### src/sv/tlne_pkg.sv
package tlne_pkg;

   localparam int CANDIDATE_SLOTS = 128;
   localparam int HIDDEN_NEURONS  = 6;
   localparam int NET_INPUTS      = 8;
   localparam int NET_FEATURES    = NET_INPUTS - 1;
   localparam int NET_OUTPUTS     = 3;
   localparam int HID_WEIGHTS     = HIDDEN_NEURONS * NET_INPUTS;
   localparam int SLOT_WEIGHTS    = HID_WEIGHTS + NET_OUTPUTS * HIDDEN_NEURONS;

   localparam int SLOT_W     = 7;
   localparam int INDEX_W    = 7;
   localparam int WEIGHT_W   = 16;
   localparam int FEAT_W     = 32;
   localparam int VAL_W      = 48;
   localparam int PROD_W     = VAL_W + WEIGHT_W;
   localparam int FRAC_SHIFT = 11;
   localparam int TERM_W     = PROD_W - FRAC_SHIFT;
   localparam int SUM_W      = TERM_W + 1;
   localparam int BIAS_FRAC  = 20;

   localparam int LANES   = (HIDDEN_NEURONS > NET_OUTPUTS) ? HIDDEN_NEURONS : NET_OUTPUTS;
   localparam int LANE_W  = (LANES > 1) ? $clog2(LANES) : 1;
   localparam int ROW_BITS = LANES * WEIGHT_W;
   localparam int ROWS    = NET_INPUTS + HIDDEN_NEURONS;
   localparam int ROW_W   = $clog2(ROWS);
   localparam int DEPTH   = CANDIDATE_SLOTS * (2 ** ROW_W);
   localparam int ADDR_W  = $clog2(DEPTH);
   localparam int CNT_MAX = (NET_INPUTS > HIDDEN_NEURONS) ? NET_INPUTS : HIDDEN_NEURONS;
   localparam int CNT_W   = $clog2(CNT_MAX);
   localparam int INP_W   = $clog2(NET_INPUTS);
   localparam int HID_W   = (HIDDEN_NEURONS > 1) ? $clog2(HIDDEN_NEURONS) : 1;

   localparam logic signed [VAL_W-1:0] BIAS_ONE = VAL_W'(1) << BIAS_FRAC;
   localparam logic signed [VAL_W-1:0] VAL_MAX  = {1'b0, {(VAL_W-1){1'b1}}};
   localparam logic signed [VAL_W-1:0] VAL_MIN  = {1'b1, {(VAL_W-1){1'b0}}};

   localparam logic CMD_WRITE = 1'b0;
   localparam logic CMD_EVAL  = 1'b1;

   localparam int UPC_W = 3;
   localparam logic [UPC_W-1:0] STEP_IDLE  = 3'd0;
   localparam logic [UPC_W-1:0] STEP_HID   = 3'd1;
   localparam logic [UPC_W-1:0] STEP_WAITA = 3'd2;
   localparam logic [UPC_W-1:0] STEP_WAITB = 3'd3;
   localparam logic [UPC_W-1:0] STEP_HOLD  = 3'd4;
   localparam logic [UPC_W-1:0] STEP_OUT   = 3'd5;
   localparam logic [UPC_W-1:0] STEP_DONE  = 3'd6;

   typedef struct packed {
      logic                       cmd;
      logic [SLOT_W-1:0]          slot;
      logic [INDEX_W-1:0]         weight_index;
      logic signed [WEIGHT_W-1:0] weight_value;
      logic signed [FEAT_W-1:0]   feat_k;
      logic signed [FEAT_W-1:0]   feat_qq;
      logic signed [FEAT_W-1:0]   feat_x;
      logic signed [FEAT_W-1:0]   feat_t;
      logic signed [FEAT_W-1:0]   feat_f1;
      logic signed [FEAT_W-1:0]   feat_f2;
      logic signed [FEAT_W-1:0]   feat_dvcs;
   } req_type;

   typedef struct packed {
      logic signed [VAL_W-1:0] out_first;
      logic signed [VAL_W-1:0] out_second;
      logic signed [VAL_W-1:0] out_third;
   } rsp_type;

   typedef enum logic [2:0] {
      JMP_NEVER,
      JMP_ALWAYS,
      JMP_NO_EVAL,
      JMP_LOOP,
      JMP_BUSY
   } jmp_type;

   typedef struct packed {
      logic             issue;
      logic             out_phase;
      logic             cnt_inc;
      jmp_type          jmp;
      logic [UPC_W-1:0] tgt;
   } ucode_type;

   typedef struct packed {
      logic             issue;
      logic             out_phase;
      logic             first;
      logic             last;
      logic [CNT_W-1:0] cnt;
   } ctl_type;

   typedef struct packed {
      logic vld;
      logic out_phase;
      logic first;
      logic last;
   } tag_type;

   typedef struct packed {
      logic              ok;
      logic [ROW_W-1:0]  row;
      logic [LANE_W-1:0] lane;
   } wloc_type;

   function automatic ucode_type ucode(input logic [UPC_W-1:0] step);
      ucode_type u;
      u = '{issue: 1'b0, out_phase: 1'b0, cnt_inc: 1'b0, jmp: JMP_NEVER, tgt: STEP_IDLE};
      case (step)
         STEP_IDLE: begin
            u.jmp = JMP_NO_EVAL;
            u.tgt = STEP_IDLE;
         end
         STEP_HID: begin
            u.issue   = 1'b1;
            u.cnt_inc = 1'b1;
            u.jmp     = JMP_LOOP;
            u.tgt     = STEP_HID;
         end
         STEP_WAITA: u.jmp = JMP_NEVER;
         STEP_WAITB: u.jmp = JMP_NEVER;
         STEP_HOLD: begin
            u.jmp = JMP_BUSY;
            u.tgt = STEP_HOLD;
         end
         STEP_OUT: begin
            u.issue     = 1'b1;
            u.out_phase = 1'b1;
            u.cnt_inc   = 1'b1;
            u.jmp       = JMP_LOOP;
            u.tgt       = STEP_OUT;
         end
         STEP_DONE: begin
            u.jmp = JMP_ALWAYS;
            u.tgt = STEP_IDLE;
         end
         default: begin
            u.jmp = JMP_ALWAYS;
            u.tgt = STEP_IDLE;
         end
      endcase
      return u;
   endfunction

   // hidden weights: row = input, lane = neuron; output weights: row = 8 + neuron, lane = output
   function automatic wloc_type weight_loc(input logic [INDEX_W-1:0] idx);
      wloc_type r;
      int       j;
      int       o;
      r.ok = (32'(idx) < SLOT_WEIGHTS);
      j    = 32'(idx) - HID_WEIGHTS;
      o    = 0;
      if (32'(idx) < HID_WEIGHTS) begin
         r.row  = ROW_W'(32'(idx) % NET_INPUTS);
         r.lane = LANE_W'(32'(idx) / NET_INPUTS);
      end else begin
         for (int k = 1; k < NET_OUTPUTS; k++) begin
            if (j >= k * HIDDEN_NEURONS) o = k;
         end
         r.row  = ROW_W'(NET_INPUTS + j - o * HIDDEN_NEURONS);
         r.lane = LANE_W'(o);
      end
      return r;
   endfunction

   function automatic logic signed [VAL_W-1:0] sat_val(input logic signed [SUM_W-1:0] s);
      logic signed [VAL_W-1:0] r;
      if ((&s[SUM_W-1:VAL_W-1]) || !(|s[SUM_W-1:VAL_W-1])) begin
         r = s[VAL_W-1:0];
      end else if (s[SUM_W-1]) begin
         r = VAL_MIN;
      end else begin
         r = VAL_MAX;
      end
      return r;
   endfunction

endpackage

### src/sv/tlne_sequencer.sv
module tlne_sequencer import tlne_pkg::*; (
   input  logic    clock,
   input  logic    reset,
   input  logic    eval_go,
   input  logic    rsp_full,
   output ctl_type ctl,
   output logic    idle
);

   logic [UPC_W-1:0] upc_ff;
   logic [UPC_W-1:0] upc_in;
   logic [CNT_W-1:0] cnt_ff;
   logic [CNT_W-1:0] cnt_in;
   ucode_type        uc;
   logic             cnt_last;
   logic             take;

   assign uc = ucode(upc_ff);

   // loop end depends on the layer being walked
   assign cnt_last = uc.out_phase ? (cnt_ff == CNT_W'(HIDDEN_NEURONS - 1))
                                  : (cnt_ff == CNT_W'(NET_INPUTS - 1));

   always_comb begin
      case (uc.jmp)
         JMP_NEVER:   take = 1'b0;
         JMP_ALWAYS:  take = 1'b1;
         JMP_NO_EVAL: take = !eval_go;
         JMP_LOOP:    take = !cnt_last;
         JMP_BUSY:    take = rsp_full;
         default:     take = 1'b1;
      endcase
      upc_in = take ? uc.tgt : upc_ff + UPC_W'(1);
      cnt_in = cnt_ff;
      if (uc.cnt_inc) begin
         cnt_in = cnt_last ? '0 : cnt_ff + CNT_W'(1);
      end
   end

   always_comb begin
      ctl.issue     = uc.issue;
      ctl.out_phase = uc.out_phase;
      ctl.first     = (cnt_ff == '0);
      ctl.last      = cnt_last;
      ctl.cnt       = cnt_ff;
      idle          = (upc_ff == STEP_IDLE);
   end

   always_ff @(posedge clock) begin
      if (reset) begin
         upc_ff <= STEP_IDLE;
         cnt_ff <= '0;
      end else begin
         upc_ff <= upc_in;
         cnt_ff <= cnt_in;
      end
   end

endmodule

### config.mk
export PLATFORM = sky130hd
export DESIGN_NAME = tlne_sequencer
export DESIGN_NICKNAME = d
export VERILOG_FILES = /design/src/sv/tlne_pkg.sv /design/src/sv/tlne_sequencer.sv
export SDC_FILE = /design/constraint.sdc
export NUM_CORES = 1
export LEC_CHECK = 0
export BUFFER_PORTS_ARGS = -buffer_cell sky130_fd_sc_hd__clkbuf_2
export CAP_MARGIN = 20
export CELL_PAD_IN_SITES_DETAIL_PLACEMENT = 1
export CELL_PAD_IN_SITES_GLOBAL_PLACEMENT = 2
export CORE_ASPECT_RATIO = 1.25
export CORE_MARGIN = 1.5
export CORE_UTILIZATION = 25
export DETAILED_ROUTE_END_ITERATION = 6
export HOLD_SLACK_MARGIN = 0.15
export PLACE_DENSITY_LB_ADDON = 0.1
export REMOVE_ABC_BUFFERS = 1
export SLEW_MARGIN = 20
export SYNTH_ARGS = -nofsm -noshare
export SYNTH_HDL_FRONTEND = slang
export SYNTH_SLANG_ARGS = --single-unit
### constraint.sdc
create_clock -name clock -period 2.15 [get_ports clock]
set_clock_uncertainty 0.1 [all_clocks]
set_input_delay 0.5375 -clock clock [delete_from_list [all_inputs] [get_ports clock]]
set_output_delay 0.5375 -clock clock [all_outputs]
set_load 0.01 [all_outputs]
==> metrics, run 1 <==
Finish-stage setup viols 0; RSZ-0062 raised after global routing false; RR Startpoint upc_ff[1]; crit path time final 2040 ps; Clk Latency, worst-skew pair 250 ps; WL final 1126 µm; total number of vias 415; crit-path leading delay family flip-flops; drt drc 0; crit path capture ctl[3]; global routing usage on met1 0.1271; HP Class reg2reg; 1st-iter DRT viols 0; core area 0.001765 mm²; H-tree depth 1; commonest non-fill, non-tap cell in the layout clkbuf_2; top achievable clock speed 490.1 MHz; Remaining Overflow, GRT 0; end of the worst register-to-register path upc_ff[0]; synthesized area per cell 8.782 µm²; mapped cell area between 400 and 500 µm²; # Max-Cap Violations 0; Top FF cell, synth dfxtp_1; Data required, critical path 1510 ps; Max clock buf depth 2; largest net degree at the start of global routing 9; Critical Setup Path Class reg2out; gr busiest metal met2; worst path bufs/invs 2; status finished clean; CP startpoint kind register; pwr/cell area 1243 mW/mm²; Synth Register Bits 6; clock-pin slew on the worst setup and hold paths approximately 50 ps; global placer's final weighted congestion 0.6436; worst vdd ir 0.0004324 V; R2R cell count 6; first-pass GRT wire length 2001 µm; final net count 79; Ports 12; antenna violations before repair 0; die area 0.002169 mm²; Syn. warnings 0; Leak 0.2406 nW; Min-Delay Path Depth 1; footprint of the multi-input gates 304.0 µm²; total CTS buffers 3; First-pass DRT Iterations 1; Worst Path Max Fanout 4; sequential standard cell area about 120 µm²; fin crit share 0.9489; via count of the first global-routing pass approximately 470; Cell Chain, Critical Path inv_1 -> ha_2 -> and2_4 -> xnor2_2 -> nor2_1 -> clkbuf_2; Rows 17; Worst setup EP type output port; wire length per cell 13.25 µm; Initial Util 0.2686; Root Buffer clkbuf_4; placed cells 82; Final HPWL DP 865.1 µm; unique cell type count in the Yosys netlist 26; met3 Resource Use GR 0.03125; CTS Sinks 6; Post-Layout Cell Count between 80 and 90; Final Hold Fails 0; n_diodes 0; max incr delay on CP 340 ps; part of the Yosys area used for sequential elements 0.2533; remaining antenna violation count after routing 0; Synth Instances 54; Slew headroom 0.7608; Arr. time, crit path 1400 ps; Chip Height 51.70 µm; layout cell share with drive strength beyond 1 0.3788; worst setup path start upc_ff[1]; Die W 41.96 µm; synth-to-layout area growth 19.26%; setup TNS 0 ps; Async S/R FF share, synth 0; number of synthesized flops with an enable pin 0; Final Max Slew Viols 0; standard cell with the maximum stage delay on the critical path dfxtp_2; CTS tree done; most frequent cells in the layout clkbuf_2 (11), inv_1 (8), ha_1 (6); Worst R2R Setup Slack 450 ps; filler cell count 228; Worst Tran Pin Value 358.8 ps; I/O Buffers 11; WP depth 6; met2 Usage GRT 0.2370; gr usage total 0.1282; Via density 4.882
[per-stage QoR]
stage	utilization	worst slack, ps	instance area [µm²]	hold slack [ps]	power (W)
floorplan	-	376.6	444.2	413.7	0.0004622
global placement	0.3005	274.9	530.5	431.8	0.0005983
detailed placement	0.3005	246.0	530.5	447.5	0.0005904
CTS	0.3182	43.97	561.8	449.0	0.0007150
global route	0.3203	13.25	565.5	445.0	0.0007849
finish	0.3203	109.8	565.5	417.0	0.0007027
[sequential cells by signal (all words and copies together) (netlist names)]
signal	flops
upc_ff	3
cnt_ff	3
[routing by layer]
layer,part of all wire,up-vias,wire length [µm]
li1,-,206,-
met1,0.43,195,480
met2,0.51,12,576
met3,0.050,2,56
met4,0.012,0,13
met5,0,-,0
[cells in the mapped netlist (2+ instances only)]
cell / instances / share of area
dfxtp_1: 6 / 0.25
nand2_1: 2 / 0.016
xnor2_1: 3 / 0.055
ha_1: 7 / 0.18
buf_6: 2 / 0.047
o21ai_2: 2 / 0.037
a31oi_1: 2 / 0.026
nor2_1: 5 / 0.040
inv_1: 8 / 0.063
[where the power goes]
| group | switching [W] | internal, W | total (W) | leakage [nW] |
|---|---|---|---|---|
| clock | 0.0000443 | 0.0000634 | 0.000108 | 0.0138 |
| combinational | 0.000210 | 0.000180 | 0.000390 | 0.177 |
| sequential | 0.0000543 | 0.000150 | 0.000205 | 0.0498 |
[worst min-delay path by stage]
stage               startpoint   endpoint  slack (ps)
floorplan            upc_ff[0]  upc_ff[0]         410
detailed placement   cnt_ff[2]  cnt_ff[2]         450
finish               upc_ff[0]  upc_ff[0]         420
global placement     cnt_ff[2]  cnt_ff[2]         430
CTS                      reset  cnt_ff[1]         450
global route         upc_ff[0]  upc_ff[0]         450
[cell families after synthesis]
family	after synthesis	share of synthesized area
XOR/XNOR	3	0.05542
AND/OR/NAND/NOR	15	0.1953
adder cells (fa/ha/maj)	7	0.1847
buffers and inverters	11	0.1267
AO/OA/AOI/OAI	12	0.1847
flip-flops	6	0.2533
[area by class of cell]
cell class | count | share of cell area
inverter | 8 | 0.05310
tap | 19 | 0.04204
clock buffer | 3 | 0.03982
timing repair buffer | 12 | 0.1106
multi-input combinational | 37 | 0.5376
sequential | 6 | 0.2168
[timing repair]
action | CTS | global route
gates cloned | 0 | 0
hold buffers | 0 | 0
endpoints found under the setup margin | 1 | 1
gates resized for setup | 2 | 2
pin swaps | 0 | 1
buffers inserted | 0 | 0
Power figures use the tool's default switching activity.
==> run 2: changes to the inputs <==
Settings changed: GPL_TIMING_DRIVEN set to 0.
==> metrics, run 2 (same netlist as run 1, synthesis figures left out) <==
Critical Setup Path Class reg2out (unchanged); Die W 41.96 µm (unchanged); Final HPWL DP 814.6 µm (was 865.1 µm); Slew headroom 0.7762 (was 0.7608); Chip Height 51.70 µm (unchanged); placed cell area 523.0 µm² (was 530.5 µm²); global placer's final weighted congestion 0.6118 (was 0.6436); 1st-iter DRT viols 2 (was 0); Final Cell Area 568.0 µm² (was 565.5 µm²); Min-Delay Path Depth 1 (unchanged); Arr. time, crit path 1380 ps (was 1400 ps); status finished clean (unchanged); total CTS buffers 3 (unchanged); Final Max Slew Viols 0 (unchanged); Worst Tran Pin Value 335.7 ps (was 358.8 ps); remaining antenna violation count after routing 0 (unchanged); RR Startpoint upc_ff[1] (unchanged); most frequent cells in the layout clkbuf_2 (10), inv_1 (8), ha_1 (6) (was clkbuf_2 (11), inv_1 (8), ha_1 (6)); Rows 17 (unchanged); gr usage total 0.1178 (was 0.1282); Root Buffer clkbuf_4 (unchanged); synth-to-layout area growth 19.79% (was 19.26%); via count of the first global-routing pass 435 (was 465); RSZ-0062 raised after global routing false (unchanged); WL final 1036 µm (was 1126 µm); setup TNS 0 ps (unchanged); wire length per cell 12.33 µm (was 13.25 µm); Worst setup EP type output port (unchanged); I/O Buffers 11 (unchanged); Setup Buffers After CTS 0 (unchanged); total number of vias 391 (was 415); worst vdd ir 0.0005053 V (was 0.0004324 V); H-tree depth 1 (unchanged); pwr/cell area 1249 mW/mm² (was 1243 mW/mm²); top flop regs cnt_ff x3, upc_ff x3 (unchanged); Place WS 223.6 ps (was 246.0 ps); largest net degree at the start of global routing 9 (unchanged); Final WS setup 134.7 ps (was 109.8 ps); First-pass DRT Iterations 2 (was 1); Remaining Overflow, GRT 0 (unchanged); Worst Path Max Fanout 4 (unchanged); # Max-Cap Violations 0 (unchanged); Endpoint, Worst Hold upc_ff[0] (unchanged); HP Start upc_ff[0] (unchanged); top achievable clock speed 496.2 MHz (was 490.1 MHz); final net count 78 (was 79); Leak 0.2381 nW (was 0.2406 nW); Initial Util 0.2686 (unchanged); layout cell share with drive strength beyond 1 0.3692 (was 0.3788); CTS Sinks 6 (unchanged); # hold bufs at CTS 0 (unchanged); first-pass GRT wire length 1856 µm (was 2001 µm); Clk Latency, worst-skew pair 250 ps (about the same); antenna violations before repair 0 (unchanged); die area 0.002169 mm² (unchanged); filler cell count 223 (was 228); Finish-stage setup viols 0 (unchanged); drt drc 0 (unchanged); n_diodes 0 (unchanged); Ports 12 (unchanged); core area 0.001765 mm² (unchanged); Final Hold Fails 0 (unchanged); Data required, critical path 1510 ps (about the same); crit path time final 2015 ps (was 2040 ps); CTS tree done (unchanged); Max clock buf depth 2 (unchanged); clock-pin slew on the worst setup and hold paths 40 ps (was 50 ps); commonest non-fill, non-tap cell in the layout clkbuf_2 (unchanged); HP Class reg2reg (unchanged); R2R cell count 6 (unchanged); end of the worst register-to-register path upc_ff[1] (was upc_ff[0]); Via density 4.655 (was 4.882); fin crit share 0.9374 (was 0.9489); CP startpoint kind register (unchanged); Worst R2R Setup Slack 480 ps (was 450 ps)
run 2: per-layer routing:
layer	global-route usage	vias to the layer above	wire (µm)
met5	0	-	0
met4	0.09677	0	29
met3	0.02083	3	37
met2	0.1927	13	487
met1	0.1329	171	482
li1	-	204	-
run 2: worst max-delay path, stage by stage (launching register included):
cell     delay (ps)
dfxtp_2         340
inv_1            90
ha_4            180
and2_4          160
xnor2_2         140
nor2_1           90
buf_2           130
run 2: worst max-delay path by stage:
stage / from / endpoint / slack (ps) / cells past startpoint
4_1_cts: upc_ff[1] / ctl[3] / 30 / 6
3_3_place_gp: upc_ff[1] / ctl[3] / 210 / 6
2_1_floorplan: upc_ff[1] / ctl[3] / 380 / 5
3_5_place_dp: upc_ff[1] / ctl[3] / 220 / 6
6_report: upc_ff[1] / ctl[3] / 130 / 6
5_1_grt: upc_ff[1] / ctl[3] / 6 / 6
run 2: area by class of cell:
| type | instances | area [µm²] | area share |
|---|---|---|---|
| flip-flops and latches | 6 | 122.6 | 0.2159 |
| inverters | 8 | 30.03 | 0.05286 |
| repair buffers | 11 | 55.05 | 0.09692 |
| multi-input cells | 37 | 314.1 | 0.5529 |
| clock buffers | 3 | 22.52 | 0.03965 |
| well taps | 19 | 23.77 | 0.04185 |
run 2: power breakdown:
group | switching, W | internal (W)
clock | 0.0000446 | 0.0000634
combinational | 0.000207 | 0.000186
sequential | 0.0000579 | 0.000150
total | 0.000309 | 0.000400
run 2: timing repair:
item | 4_1_cts | 5_1_grt
setup endpoints to repair | 1 | 1
pin swaps | 0 | 1
gates resized for setup | 2 | 4
run 2: through the flow:
step / instances / hold slack, ps / utilization / power, W
after global routing: 84 / 457.3 / 0.3218 / 0.0007815
after global placement: 81 / 430.7 / 0.2962 / 0.0005942
after floorplan: 51 / 413.7 / - / 0.0004622
after CTS: 84 / 438.7 / 0.3140 / 0.0007126
final: 84 / 428.3 / 0.3218 / 0.0007092
after detailed placement: 81 / 432.3 / 0.2962 / 0.0005916
==> run 3: changes to the inputs <==
Settings changed: PLACE_DENSITY_LB_ADDON 0.1 to 0.25.
==> metrics, run 3 (same netlist as run 1, synthesis figures left out) <==
worst vdd ir 0.0005818 V (was 0.0005053 V); remaining antenna violation count after routing 0 (unchanged); Max clock buf depth 2 (unchanged); Cell Chain, Critical Path inv_1 -> ha_2 -> and2_4 -> xnor2_2 -> nor2_1 -> clkbuf_2 (was inv_1 -> ha_4 -> and2_4 -> xnor2_2 -> nor2_1 -> buf_2); # Max-Cap Violations 0 (unchanged); global placer's final weighted congestion 0.6156 (was 0.6118); Chip Height 51.70 µm (unchanged); I/O Buffers 11 (unchanged); Setup Buffers After CTS 0 (unchanged); layout cell share with drive strength beyond 1 0.3538 (was 0.3692); Remaining Overflow, GRT 0 (unchanged); Final WS setup 88.37 ps (was 134.7 ps); commonest non-fill, non-tap cell in the layout clkbuf_2 (unchanged); CTS Sinks 6 (unchanged); First-pass DRT Iterations 2 (unchanged); Root Buffer clkbuf_4 (unchanged); first-pass GRT wire length 1683 µm (was 1856 µm); drt drc 0 (unchanged); status finished clean (unchanged); Data required, critical path 1510 ps (about the same); gr usage total 0.1086 (was 0.1178); top flop regs cnt_ff x3, upc_ff x3 (unchanged); Place WS 201.3 ps (was 223.6 ps); Critical Setup Path Class reg2out (unchanged); antenna violations before repair 0 (unchanged); Worst Tran Pin Value 355.0 ps (was 335.7 ps); synth-to-layout area growth 17.41% (was 19.79%); Final Max Slew Viols 0 (unchanged); Via density 4.798 (was 4.655); core area 0.001765 mm² (unchanged); WL final 1003 µm (was 1036 µm); footprint of the multi-input gates 304.0 µm² (was 314.1 µm²); max incr delay on CP 350 ps (was 340 ps); top achievable clock speed 485.1 MHz (was 496.2 MHz); n_diodes 0 (unchanged); Worst Path Max Fanout 4 (unchanged); Slew headroom 0.7634 (was 0.7762); pwr/cell area 1242 mW/mm² (was 1249 mW/mm²); Final Hold Fails 0 (unchanged); total chip power 0.0006916 W (was 0.0007092 W); Worst setup EP type output port (unchanged); Final HPWL DP 758.8 µm (was 814.6 µm); filler cell count 235 (was 223); CP startpoint kind register (unchanged); # hold bufs at CTS 0 (unchanged); clock-pin slew on the worst setup and hold paths 50 ps (was 40 ps); Arr. time, crit path 1420 ps (was 1380 ps); sequential standard cell area 121.4 µm² (was 122.6 µm²); Leak 0.2349 nW (was 0.2381 nW); total CTS buffers 3 (unchanged); crit path time final 2062 ps (was 2015 ps); standard cell with the maximum stage delay on the critical path dfxtp_2 (unchanged); total number of vias 403 (was 391); RSZ-0062 raised after global routing false (unchanged); die area 0.002169 mm² (unchanged); Clk Latency, worst-skew pair 250 ps (about the same); final net count 78 (unchanged); Ports 12 (unchanged); Finish-stage setup viols 0 (unchanged); fin crit share 0.9589 (was 0.9374); largest net degree at the start of global routing 9 (unchanged); Initial Util 0.2686 (unchanged); via count of the first global-routing pass 371 (was 435); CTS tree done (unchanged); Rows 17 (unchanged); wire length per cell 11.94 µm (was 12.33 µm); setup TNS 0 ps (unchanged); most frequent cells in the layout clkbuf_2 (11), inv_1 (8), ha_1 (6) (was clkbuf_2 (10), inv_1 (8), ha_1 (6)); fin util 0.3154 (was 0.3218); Hold Worst Slack 443.1 ps (was 428.3 ps); H-tree depth 1 (unchanged); HP Class reg2reg (unchanged); 1st-iter DRT viols 3 (was 2); Die W 41.96 µm (unchanged)
run 3: changes by cell type in the layout (fill, tap and decap cells not counted):
cell,before,now
buf_2,1,0
dfxtp_1,4,5
clkbuf_2,10,11
dfxtp_2,2,1
ha_2,0,1
ha_4,1,0
run 3: repair_timing:
item | in CTS | in global routing
setup endpoints to repair | 1 | 1
resized for setup | 2 | 1
pin swaps | 0 | 1
run 3: worst paths after layout:
check         endpoint  depth (start not counted)  startpoint  slack (ps)
max             ctl[3]                          6   upc_ff[1]          90
min          cnt_ff[2]                          2   cnt_ff[2]         440
max reg2reg  upc_ff[1]                          6   upc_ff[1]         460
min reg2reg  cnt_ff[2]                          2   cnt_ff[2]         440
run 3: through the flow:
step | cell area (µm²) | std cells
finish | 556.8 | 84
global route | 556.8 | 84
CTS | 554.3 | 84
detailed placement | 523.0 | 81
global placement | 523.0 | 81
floorplan | 444.2 | 51
run 3: power by group:
group	internal [W]	switching, W
registers	0.000148	0.0000547
clock network	0.0000636	0.0000466
logic	0.000178	0.000200
run 3: layer usage:
layer,share of wire,track usage,vias to the layer above
met5,0,0,-
met3,0.050,0.03125,3
met1,0.50,0.1404,183
li1,-,-,205
met4,0.025,0.06452,0
met2,0.42,0.1589,12
run 3: worst max-delay path, delay by kind of cell, from the launching register on:
| family | cells | cell delay [ps] |
|---|---|---|
| adder cells (fa/ha/maj) | 1 | 200 |
| XOR/XNOR | 1 | 140 |
| AND/OR/NAND/NOR | 2 | 270 |
| flip-flops | 1 | 350 |
| buffers and inverters | 2 | 220 |
run 3: cell type report:
| class | instances | area share |
|---|---|---|
| sequential | 6 | 0.2180 |
| multi-input combinational | 37 | 0.5461 |
| inverter | 8 | 0.05393 |
| clock buffer | 3 | 0.04045 |
| timing repair buffer | 11 | 0.09888 |
| tap | 19 | 0.04270 |
